## src/hdl/sssp_pkg.sv

```systemverilog
// shared types and constants for the shortest path block
package sssp_pkg;

    localparam int VERT_W   = 10;
    localparam int WT_IN_W  = 16;
    localparam int DIST_W   = 26;

    localparam logic [DIST_W-1:0] DIST_MAX = {DIST_W{1'b1}};

    typedef enum logic [1:0] {
        OP_CLEAR = 2'd0,
        OP_ADD   = 2'd1,
        OP_RUN   = 2'd2,
        OP_READ  = 2'd3
    } op_t;

    typedef struct packed {
        logic [1:0]         operation;
        logic [VERT_W-1:0]  edge_source;
        logic [VERT_W-1:0]  edge_target;
        logic [WT_IN_W-1:0] edge_weight;
        logic [VERT_W-1:0]  start_vertex;
        logic [VERT_W-1:0]  query_vertex;
    } in_item_t;

    typedef struct packed {
        logic               status;
        logic [DIST_W-1:0]  path_length;
        logic [VERT_W-1:0]  previous_vertex;
        logic               reached;
    } out_item_t;

    // datapath commands from the controller
    typedef enum logic [3:0] {
        CMD_NONE,
        CMD_LATCH,      // capture the input item
        CMD_HCLR,       // clear one list head (sweep)
        CMD_HREAD,      // read the list head of the edge source
        CMD_ADD,        // write one edge
        CMD_INIT,       // clear one vertex run state (sweep)
        CMD_SEED,       // mark start vertex
        CMD_SCAN,       // issue read of one vertex for the minimum search
        CMD_SETTLE,     // settle chosen vertex, read its list head
        CMD_EREAD,      // issue edge read
        CMD_RELAX,      // form candidate distance, step to the next edge
        CMD_TREAD,      // read target state
        CMD_UPD,        // write improved target
        CMD_QREAD,      // issue query read
        CMD_RESULT      // load output register
    } cmd_t;

    typedef struct packed {
        cmd_t cmd;
        logic sweep_first;
    } dp_ctrl_t;

    typedef struct packed {
        logic [1:0] op;
        logic       sweep_last;  // sweep index at final entry
        logic       scan_last;
        logic       found;       // minimum search found a vertex
        logic       edge_ok;     // current edge pointer is a live edge
        logic       start_ok;
        logic       add_ok;
    } dp_stat_t;

endpackage

```

## src/hdl/sssp_ctrl.sv

```systemverilog
// controller sequencing clears, edge loads, runs and reads
module sssp_ctrl
    import sssp_pkg::*;
(
    input  logic     clk,
    input  logic     rst_n,
    input  logic     in_valid,
    output logic     in_ready,
    output logic     out_valid,
    input  logic     out_ready,
    input  dp_stat_t stat,
    output dp_ctrl_t ctrl
);

    typedef enum logic [3:0] {
        S_INIT_CLR, S_IDLE, S_DECODE, S_HCLR, S_ADD_RD, S_ADD_WR,
        S_VINIT, S_SEED, S_SCAN, S_SCAN_END, S_SETTLE, S_EHEAD,
        S_EREAD, S_RELAX, S_TREAD, S_UPD
    } state_t;

    state_t state_reg;
    logic   out_valid_reg;
    logic   first_reg;
    logic   first_next;
    logic   pend_reg;
    logic   out_free;

    // output register is free when empty or being taken this cycle
    assign out_free  = !out_valid_reg || out_ready;
    assign in_ready  = (state_reg == S_IDLE);
    assign out_valid = out_valid_reg;

    // command decode
    always_comb
    begin
        ctrl.sweep_first = first_reg;
        unique case (state_reg)
            S_IDLE:     ctrl.cmd = (in_valid && in_ready) ? CMD_LATCH : CMD_NONE;
            S_INIT_CLR, S_HCLR: ctrl.cmd = CMD_HCLR;
            S_ADD_RD:   ctrl.cmd = CMD_HREAD;
            S_ADD_WR:   ctrl.cmd = CMD_ADD;
            S_VINIT:    ctrl.cmd = CMD_INIT;
            S_SEED:     ctrl.cmd = CMD_SEED;
            S_SCAN:     ctrl.cmd = (first_reg || stat.scan_last) ? CMD_NONE : CMD_SCAN;
            S_SETTLE:   ctrl.cmd = CMD_SETTLE;
            S_EHEAD:
            begin
                ctrl.cmd         = CMD_EREAD;
                ctrl.sweep_first = 1'b1;
            end
            S_EREAD:    ctrl.cmd = CMD_EREAD;
            S_RELAX:    ctrl.cmd = CMD_RELAX;
            S_TREAD:    ctrl.cmd = CMD_TREAD;
            S_UPD:      ctrl.cmd = CMD_UPD;
            // query read is repeated while the result waits for the output register
            S_DECODE:   ctrl.cmd = (pend_reg && out_free) ? CMD_RESULT : CMD_QREAD;
            default:    ctrl.cmd = CMD_NONE;
        endcase
    end

    // first cycle of a sweep or scan
    always_comb
    begin
        first_next = 1'b0;
        if (state_reg == S_DECODE && !pend_reg &&
            (op_t'(stat.op) == OP_CLEAR || op_t'(stat.op) == OP_RUN))
            first_next = 1'b1;
        if (state_reg == S_SEED && stat.start_ok)
            first_next = 1'b1;
        if (state_reg == S_EREAD && !stat.edge_ok)
            first_next = 1'b1;
    end

    // state and registered outputs
    always_ff @(posedge clk or negedge rst_n)
    begin
        if (!rst_n)
        begin
            state_reg     <= S_INIT_CLR;
            out_valid_reg <= 1'b0;
            first_reg     <= 1'b1;
            pend_reg      <= 1'b0;
        end
        else
        begin
            first_reg <= first_next;
            if (state_reg == S_DECODE && pend_reg && out_free)
                out_valid_reg <= 1'b1;
            else if (out_valid_reg && out_ready)
                out_valid_reg <= 1'b0;
            unique case (state_reg)
                S_INIT_CLR:
                    if (!first_reg && stat.sweep_last)
                        state_reg <= S_IDLE;
                S_IDLE:
                    if (in_valid && in_ready)
                    begin
                        state_reg <= S_DECODE;
                        pend_reg  <= 1'b0;
                    end
                S_DECODE:
                    if (pend_reg)
                    begin
                        if (out_free)
                            state_reg <= S_IDLE;
                    end
                    else
                    begin
                        unique case (op_t'(stat.op))
                            OP_CLEAR: state_reg <= S_HCLR;
                            OP_ADD:   state_reg <= S_ADD_RD;
                            OP_RUN:   state_reg <= S_VINIT;
                            default:  pend_reg <= 1'b1;
                        endcase
                    end
                S_HCLR:
                    if (!first_reg && stat.sweep_last)
                    begin
                        state_reg <= S_DECODE;
                        pend_reg  <= 1'b1;
                    end
                S_ADD_RD:
                begin
                    state_reg <= S_ADD_WR;
                end
                S_ADD_WR:
                begin
                    state_reg <= S_DECODE;
                    pend_reg  <= 1'b1;
                end
                S_VINIT:
                    if (!first_reg && stat.sweep_last)
                        state_reg <= S_SEED;
                S_SEED:
                    if (stat.start_ok)
                        state_reg <= S_SCAN;
                    else
                    begin
                        state_reg <= S_DECODE;
                        pend_reg  <= 1'b1;
                    end
                S_SCAN:
                    if (!first_reg && stat.scan_last)
                        state_reg <= S_SCAN_END;
                S_SCAN_END:
                    if (stat.found)
                        state_reg <= S_SETTLE;
                    else
                    begin
                        state_reg <= S_DECODE;
                        pend_reg  <= 1'b1;
                    end
                S_SETTLE: state_reg <= S_EHEAD;
                S_EHEAD:  state_reg <= S_EREAD;
                S_EREAD:
                    if (stat.edge_ok)
                        state_reg <= S_RELAX;
                    else
                        state_reg <= S_SCAN;
                S_RELAX:  state_reg <= S_TREAD;
                S_TREAD:  state_reg <= S_UPD;
                S_UPD:    state_reg <= S_EREAD;
                default:  state_reg <= S_IDLE;
            endcase
        end
    end

endmodule

```

## config.mk

```make
export PLATFORM = sky130hd
export DESIGN_NAME = sssp_ctrl
export DESIGN_NICKNAME = d
export VERILOG_FILES = /design/src/hdl/sssp_pkg.sv /design/src/hdl/sssp_ctrl.sv
export SDC_FILE = /design/constraint.sdc
export NUM_CORES = 1
export LEC_CHECK = 0
export ABC_AREA = 1
export ABC_CLOCK_PERIOD_IN_PS = 3300
export BUFFER_PORTS_ARGS = -buffer_cell sky130_fd_sc_hd__buf_4
export CORE_AREA = 10 10 56 58
export DETAILED_ROUTE_END_ITERATION = 12
export DIE_AREA = 0 0 66 68
export GPL_ROUTABILITY_DRIVEN = 0
export PLACE_DENSITY_LB_ADDON = 0.12
export SETUP_SLACK_MARGIN = 0.3
export SYNTH_ARGS = -nofsm -noshare
export SYNTH_HDL_FRONTEND = slang
export SYNTH_SLANG_ARGS = --single-unit
```

## constraint.sdc

```tcl
create_clock -name clk -period 3.3 [get_ports clk]
set_input_delay 0.165 -clock clk [delete_from_list [all_inputs] [get_ports clk]]
set_output_delay 0.165 -clock clk [all_outputs]
set_load 0.01 [all_outputs]
```

==> flow_metrics.tcl, run 1 <==
set metrics [dict create \
    final.setup.tns_ns 0 \
    routed_via_density 4.76 \
    maxCapViolCount 0 \
    die-area_um2 4490 \
    drcViolationCount 0 \
    status "finished clean" \
    drive_above_1_share 0.190 \
    worstSetupPathType "flop to output pin" \
    coreArea_um2 2110 \
    initial_core_util 0.384 \
    rsz0062_at_grt "false" \
    dp_hpwl_um 1860 \
    synthesis.nets 153 \
    synth_fa_ha_area_frac 0.0774 \
    synthesis.area_um2 808 \
    worstPathArrival_ns 1.58 \
    antenna_found_initial 0 \
    cts_buffer_depth 2 \
    yosysUniqueCellTypes 21 \
    cts.sinks 7 \
    wl_um 2150 \
    endpoint_kind "output pin" \
    synth_top_family_by_area "simple AND/OR/NAND/NOR gates" \
    skew_ns 0.00327 \
    syn_inst 136 \
    grt_pass1_vias 879 \
    dp_slack_ns 1.81 \
    synthMuxAreaShare 0 \
    cts_resized 0 \
    grt_use_total 0.101 \
    post_dp_cell_area_um2 971 \
    grt_max_degree 8 \
    p_per_area_nw_per_um2 910 \
    num_vias 886 \
    slew_headroom 0.806 \
    setup_viol_count_final 0 \
    p_leak_uw 0.000567 \
    io_pins 19 \
    layout_commonest_cell "nand2_1" \
    final_max_slew_viol_count 0 \
    critPathLaunchType "flop" \
    drt_iter0_markers 34 \
    fmax_ghz 0.573 \
    num_rows 17 \
    tightest_slew_ns 0.289 \
    die-height_um 68 \
    ys_warn_count 0 \
    final_antenna_net_count 0 \
    dr.pass1.iters 4 \
    synthTopCellsByArea "nand2_1 23%, dfrtp_1 19%, inv_1 9.3%" \
    synth_compound_area_frac 0.139 \
    hold_viol_final 0 \
    synth-seq-cells 7 \
    cts_buffers 3 \
    fin_area_um2 1010 \
    cts_root_buf "clkbuf_4" \
    gr-total-overflow 0 \
    hold_class "input port to flop" \
    htree_num_levels 1 \
    path_clk_slew_ns 0.05 \
    seq_area_um2 176 \
    synthSimpleGateAreaFrac 0.467 \
    fin_ws_ns 1.55 \
    largest_reg_flops 4 \
    synth_top_area_cell "nand2_1" \
    grt_first_pass_wirelength_um 3660 \
    required_ns 3.13 \
    ir_drop_uv 360 \
    area_delta_synth_final_pct 24.6 \
    syn_area_per_cell_um2 5.94 \
    cts_tree "built" \
    synth_xor_area_frac 0 \
    insertion_delay_ns 0.25 \
    fill_cells 235 \
    final_cell_mix "50 x nand2_1, 20 x inv_1, 17 x buf_4, 16 x nor2_1, 11 x nand3_1" \
    cp_max_fo 6 \
    diodes 0 \
    die_w_um 66 \
    period_needed_ns 1.75 \
    period_share 0.529 \
    place_inst 181 \
    finalNonFillerCells 186 \
    multi_input_comb_area_um2 553 \
    synth_top_area_share 0.232 \
    wl_per_cell_um 11.5 \
    layout.nets 176 \
    ys_seq_area_frac 0.218 \
    io_buffers 17 \
]
final timing paths:
kind                       slack (ns)  depth (start not counted)    startpoint        end
max in group asynchronous        2.83                          2         rst_n  first_reg
max reg2reg                      1.82                          8  state_reg[3]   pend_reg
min                              0.13                          2       stat[2]  first_reg
min reg2reg                      0.55                          2     out_valid  out_valid
max                              1.55                          6  state_reg[0]    ctrl[2]
min in group asynchronous        0.26                          2         rst_n   pend_reg
layout make-up:
cell class                 instances  area share
timing repair buffer              18       0.137
multi-input combinational        108       0.549
clock buffer                       4      0.0261
sequential                         7       0.175
tap                               28      0.0348
inverter                          21      0.0783
per-layer routing:
layer / vias to the layer above / wire [um] / track usage
met4: 0 / 13 / 0.0314
met1: 384 / 953 / 0.114
li1: 476 / - / -
met3: 2 / 163 / 0.0343
met2: 24 / 1020 / 0.175
met5: - / 0 / 0
power by group:
group	total, uW	switching (uW)	internal (uW)
Sequential	174	49.0	125
Clock	75.8	29.8	46.0
Combinational	667	412	256
Total	917	490	427
cell families (layout without fill, tap and decap cells):
kind of cell,after synthesis,after routing
buf+inv,21,43
simple gates,85,85
flops,7,7
fa+ha+maj,5,5
compound gates,18,18
synth_stat cells:
cell       instances
nand2_1           50
inv_1             20
nor2_1            16
nand3_1           11
dfrtp_1            6
o21ai_0            6
a21oi_1            5
ha_1               5
nor2_4             4
o211ai_1           2
a21oi_2            1
dfstp_2            1
inv_2              1
nand2_2            1
nand2_4            1
nand4_1            1
nor2_2             1
o2111ai_1          1
o211a_1            1
o221ai_1           1
o22ai_1            1
critical path, cell delays in order, from the launching register on:
cell and delay, ns:
dfrtp_1 0.47, inv_2 0.13, nand2_1 0.12, a21oi_1 0.29, a21oi_1 0.07, o211ai_1 0.10, buf_4 0.15
per-stage QoR:
step                      total power [uW]  hold WS (ns)   util
after global placement                 841       -0.0189  0.461
after detailed placement               844       -0.0165  0.461
final                                  917         0.130  0.478
after floorplan                        628        -0.131      -
after CTS                              925         0.122  0.478
after global routing                  1030         0.131  0.478
timing repair:
action	4_1_cts	5_1_grt
buffers inserted	0	0
hold buffers	1	0
endpoints found under the hold margin	7	0
(Power assumes the default switching activity.)
==> run 2, diff against run 1 <==
Settings changed: ABC_AREA 1 to 0, ABC_CLOCK_PERIOD_IN_PS 3300 to 1400.
Clock period 3.3 ns to 1.4 ns, I/O delays scaled along.
==> run 2 against run 1 <==
Against the previous run:
- the run now ends with negative setup slack left
- sequential power rose to 2.6 times the previous value
- synthesized cell count down 21%
- area after synthesis decreased by 0.77%
- sequential share of layout area fell by 5.5 points
- count of clock-buffer cells in the layout unchanged
- register-to-register slack got worse by 2.1 ns
- critical endpoint unchanged
- largest cell class unchanged
==> flow_metrics.tcl, run 2 <==
set metrics [dict create \
    status "finished, violations left" \
    violations "negative setup slack" \
    period_share 1.21 \
    skew_ns 0.0143 \
    layout.nets 186 \
    rsz0062_at_grt "true" \
    area_delta_synth_final_pct 88.3 \
    slew_headroom 0.772 \
    wl_um 3240 \
    synth_edf_count 0 \
    p_leak_uw 0.000697 \
    final_cell_mix "49 x buf_4, 13 x buf_6, 9 x nand2_1, 8 x inv_1, 7 x nor2_1" \
    num_vias 1097 \
    yosysUniqueCellTypes 38 \
    die_w_um 66 \
    hold_class "input port to flop" \
    io_pins 19 \
    grt_first_pass_wirelength_um 4890 \
    async_flop_share 1.00 \
    io_buffers 17 \
    cts_root_buf "clkbuf_4" \
    synth-seq-cells 7 \
    path_clk_slew_ns 0.06 \
    ys_warn_count 0 \
    final_max_slew_viol_count 0 \
    final_antenna_net_count 0 \
    fin_ws_ns -0.293 \
    tightest_slew_ns 0.342 \
    cts_buffer_depth 2 \
    syn_inst 108 \
    cts_tree "built" \
    grt_max_degree 16 \
    die-area_um2 4490 \
    grt_pass1_vias 1041 \
    place_inst 175 \
    gr-total-overflow 0 \
    critPathLaunchType "flop" \
    cts_buffers 3 \
    insertion_delay_ns 0.26 \
    syn_area_per_cell_um2 7.43 \
    layout_commonest_cell "buf_4" \
    largest_reg_flops 4 \
    hold_viol_final 0 \
    diodes 0 \
    drive_above_1_share 0.589 \
    dp_hpwl_um 2100 \
    p_per_area_nw_per_um2 2250 \
    setup_viol_count_final 11 \
    drcViolationCount 0 \
    synthTopCellsByArea "dfrtp_1 19%, ha_1 7.8%, o21ai_0 5.6%" \
    worstPathArrival_ns 1.62 \
    routed_via_density 5.60 \
    ys_seq_area_frac 0.220 \
    synth_top_area_cell "dfrtp_1" \
    synth_flop_cell "dfrtp_1" \
    power_uw 3410 \
    maxCapViolCount 0 \
    synthesis.area_um2 802 \
    final.setup.tns_ns -2.18 \
    synthesis.nets 125 \
    antenna_found_initial 0 \
    synthTopCellsByCount "11 x inv_1, 10 x nand2_1, 9 x nor2_1, 9 x o21ai_0, 7 x a21oi_1" \
    synth_top_area_share 0.187 \
    dr.pass1.iters 4 \
    wl_per_cell_um 16.5 \
    required_ns 1.33 \
    period_needed_ns 1.69 \
    grt_use_total 0.137 \
    initial_core_util 0.381 \
    die-height_um 68 \
    finalNonFillerCells 196 \
    fill_cells 157 \
    coreArea_um2 2110 \
    fmax_ghz 0.591 \
    endpoint_kind "output pin" \
    drt_iter0_markers 88 \
    htree_num_levels 1 \
    worstSetupPathType "flop to output pin" \
    cts.sinks 7 \
    cp_max_fo 4 \
    dp_slack_ns -0.114 \
    num_rows 17 \
    synth.most_common_cell "inv_1" \
    ir_drop_uv 1140 \
]
run 2: cell types whose count changed in the layout (fill, tap and decap cells not counted), moves of 9 or more:
| cell | change |
|---|---|
| nor2_1 | -9 |
| inv_1 | -12 |
| nand2_1 | -41 |
| buf_4 | +32 |
| nand3_1 | -11 |
| buf_6 | +13 |
run 2: repair_timing:
| action | CTS | global route |
|---|---|---|
| gates resized for setup | 26 | 19 |
| gates cloned | 0 | 0 |
| hold buffers | 1 | 0 |
| endpoints found under the hold margin | 7 | 0 |
| buffers inserted | 8 | 8 |
| pin swaps | 5 | 7 |
| endpoints found under the setup margin | 13 | 13 |
run 2: final timing paths:
| kind | start | end | slack, ns | cells after the start |
|---|---|---|---|---|
| worst min-delay path | stat[3] | state_reg[3] | 0.1 | 3 |
| min in group asynchronous | rst_n | pend_reg | 0.15 | 2 |
| max in group asynchronous | rst_n | first_reg | 1.02 | 2 |
| worst max-delay path | state_reg[2] | ctrl[2] | -0.29 | 5 |
| worst min register to register | out_valid | out_valid | 0.66 | 3 |
| worst max register to register | state_reg[3] | state_reg[2] | -0.26 | 7 |
run 2: stage by stage:
stage                      util  cell area [um2]  hold WS [ns]
after detailed placement  0.558             1170        -0.114
after floorplan               -              840        -0.226
after global routing      0.717             1510        0.0841
after global placement    0.558             1170        -0.117
final                     0.717             1510        0.0992
after CTS                 0.651             1370        0.0929
run 2: area by class of cell:
class / instances / area, um2 / share of cell area
repair buffers: 65 / 559 / 0.370
well taps: 28 / 35.0 / 0.0232
clock buffers: 4 / 26.3 / 0.0174
inverters: 11 / 48.8 / 0.0323
flip-flops and latches: 7 / 181 / 0.120
multi-input cells: 81 / 659 / 0.437
run 2: logic make-up after synthesis:
kind of cell,Yosys count,share of synthesized area
adder cells (fa/ha/maj),5,0.0780
XOR/XNOR,1,0.0109
AO/OA/AOI/OAI,39,0.339
multiplexers,1,0.0140
buffers and inverters,20,0.115
flip-flops,7,0.220
AND/OR/NAND/NOR,35,0.223
run 2: report_power, final:
| part | switching, uW | internal [uW] |
|---|---|---|
| sequential | 148 | 299 |
| combinational | 1280 | 1490 |
| clock | 81.4 | 109 |
run 2: routing by layer:
layer  part of all wire  wire length, um  vias up  GRT usage
met2               0.52             1680       47      0.237
met3              0.065              209       10     0.0392
li1                   -                -      514          -
met5                  0                0        -          0
met1               0.39             1250      526      0.152
met4              0.029               94        0     0.0681
run 2: worst max-delay path, cell delays in order, from the launching register on:
cell	delay, ns
dfrtp_2	0.44
or3_4	0.39
a221oi_2	0.26
a31oi_1	0.08
nand2_1	0.07
buf_4	0.11
==> run 3, diff against run 2 <==
Settings changed: CORE_AREA 10 10 56 58 to 2 2 48 50, DIE_AREA 0 0 66 68 to 0 0 50 52.
==> run 3 against run 2 <==
Against the previous run:
- the run still ends with negative setup slack left
- sequential share of layout area up 0.42 points
- final area is 3.4% lower
- routed wire length shrank 17%
- first-iteration DRC count down 75%
- utilization shrank 2.4 points
- cell count is 2.6% lower
- worst setup slack gained 0.034 ns
- clock skew fell by 0.013 ns
- sequential cell count did not move
- critical path depth is the same
- total power down 3.7%
- highest routed layer unchanged
==> flow_metrics.tcl, run 3 (synthesized netlist as in run 2, its figures left out) <==
set metrics [dict create \
    status "finished, violations left" \
    violations "negative setup slack" \
    initial_core_util 0.381 \
    diodes 0 \
    period_share 1.18 \
    finalNonFillerCells 191 \
    p_leak_uw 0.000668 \
    grt_first_pass_wirelength_um 4660 \
    worstSetupPathType "flop to output pin" \
    num_rows 17 \
    antenna_found_initial 0 \
    num_vias 1052 \
    final_antenna_net_count 0 \
    reg2reg_from "state_reg[3]" \
    rsz0062_at_grt "true" \
    insertion_delay_ns 0.25 \
    grt_use_total 0.236 \
    critPathLaunchType "flop" \
    fin_ws_ns -0.259 \
    required_ns 1.33 \
    min_from "stat[3]" \
    wl_um 2690 \
    hold_class "input port to flop" \
    endpoint_kind "output pin" \
    io_pins 19 \
    largest_reg_flops 4 \
    grt_pass1_vias 1044 \
    power_uw 3280 \
    place_inst 174 \
    final_max_slew_viol_count 0 \
    ir_drop_uv 1090 \
    tightest_slew_ns 0.327 \
    worstPathArrival_ns 1.59 \
    r2r-end "state_reg[1]" \
    cts_root_buf "clkbuf_4" \
    dp_slack_ns -0.0971 \
    io_buffers 17 \
    final_cell_mix "48 x buf_4, 9 x buf_6, 8 x nand2_1, 7 x inv_1, 7 x o21ai_0" \
    hold_viol_final 0 \
    final.setup.tns_ns -1.46 \
    htree_num_levels 1 \
    cp_max_fo 4 \
    r2r_slack_ns -0.20 \
    dp_hpwl_um 1980 \
    holdPathStages 3 \
    worstHoldEndpoint "state_reg[3]" \
    drcViolationCount 0 \
    die-area_um2 2600 \
    die_w_um 50 \
    grt_max_degree 14 \
    cts.sinks 7 \
    cts_buffers 3 \
    fill_cells 170 \
    seq_area_um2 181 \
    cts_buffer_depth 2 \
    setup_viol_count_final 10 \
    layout_commonest_cell "buf_4" \
    hold_slack_ns 0.0826 \
    maxCapViolCount 0 \
    cts_tree "built" \
    drt_iter0_markers 22 \
    fmax_ghz 0.603 \
    multi_input_comb_area_um2 646 \
    path_clk_slew_ns 0.05 \
    period_needed_ns 1.66 \
    slew_headroom 0.782 \
    dr.pass1.iters 4 \
    p_per_area_nw_per_um2 2250 \
    area_delta_synth_final_pct 81.9 \
    wl_per_cell_um 14.1 \
    coreArea_um2 2110 \
    skew_ns 0.00123 \
    drive_above_1_share 0.589 \
    gr-total-overflow 0 \
    die-height_um 52 \
    r2r_cells 7 \
    layout.nets 181 \
    routed_via_density 5.51 \
]
-- run 3: cell types whose count changed in the layout (fill, tap and decap cells not counted), sizes merged --
| cell | change |
|---|---|
| buf | -5 |
| clkinv | +1 |
| inv | -1 |
-- run 3: routing by layer --
metal | vias up | GRT usage | share of wire
li1 | 507 | - | -
met1 | 500 | 0.268 | 0.40
met2 | 37 | 0.419 | 0.52
met3 | 8 | 0.0517 | 0.048
met4 | 0 | 0.111 | 0.030
met5 | - | 0 | 0
-- run 3: final cells by class --
type | count | area share
inverter | 11 | 0.0403
tap | 28 | 0.0240
multi-input combinational | 81 | 0.443
sequential | 7 | 0.124
clock buffer | 4 | 0.0180
timing repair buffer | 60 | 0.351
-- run 3: repair_timing --
action / 4_1_cts / 5_1_grt
gates resized for setup: 36 / 9
hold buffers: 1 / 0
buffers inserted: 11 / 1
endpoints found under the setup margin: 13 / 13
endpoints found under the hold margin: 7 / 0
pin swaps: 8 / 6
-- run 3: critical path, cell delays in order, from the launching register on --
cell      delay [ns]
dfrtp_2         0.43
or3_4           0.39
a221oi_2        0.26
a31oi_1         0.08
nand2_1         0.07
buf_4           0.11
-- run 3: worst max-delay path by stage --
stage	start	end	cells past startpoint
after global placement	state_reg[3]	state_reg[0]	5
after detailed placement	state_reg[3]	pend_reg	3
final	state_reg[2]	ctrl[2]	5
after CTS	state_reg[3]	ctrl[2]	7
after floorplan	state_reg[1]	pend_reg	4
after global routing	state_reg[3]	ctrl[2]	7
-- run 3: through the flow --
stage	utilization	cell area [um2]
after floorplan	-	840
after global placement	0.554	1170
after detailed placement	0.554	1170
after CTS	0.671	1410
after global routing	0.693	1460
final	0.693	1460
-- run 3: power by group --
part	switching (uW)	internal, uW
registers	129	303
clock network	70.7	109
logic	1240	1430
total	1440	1840
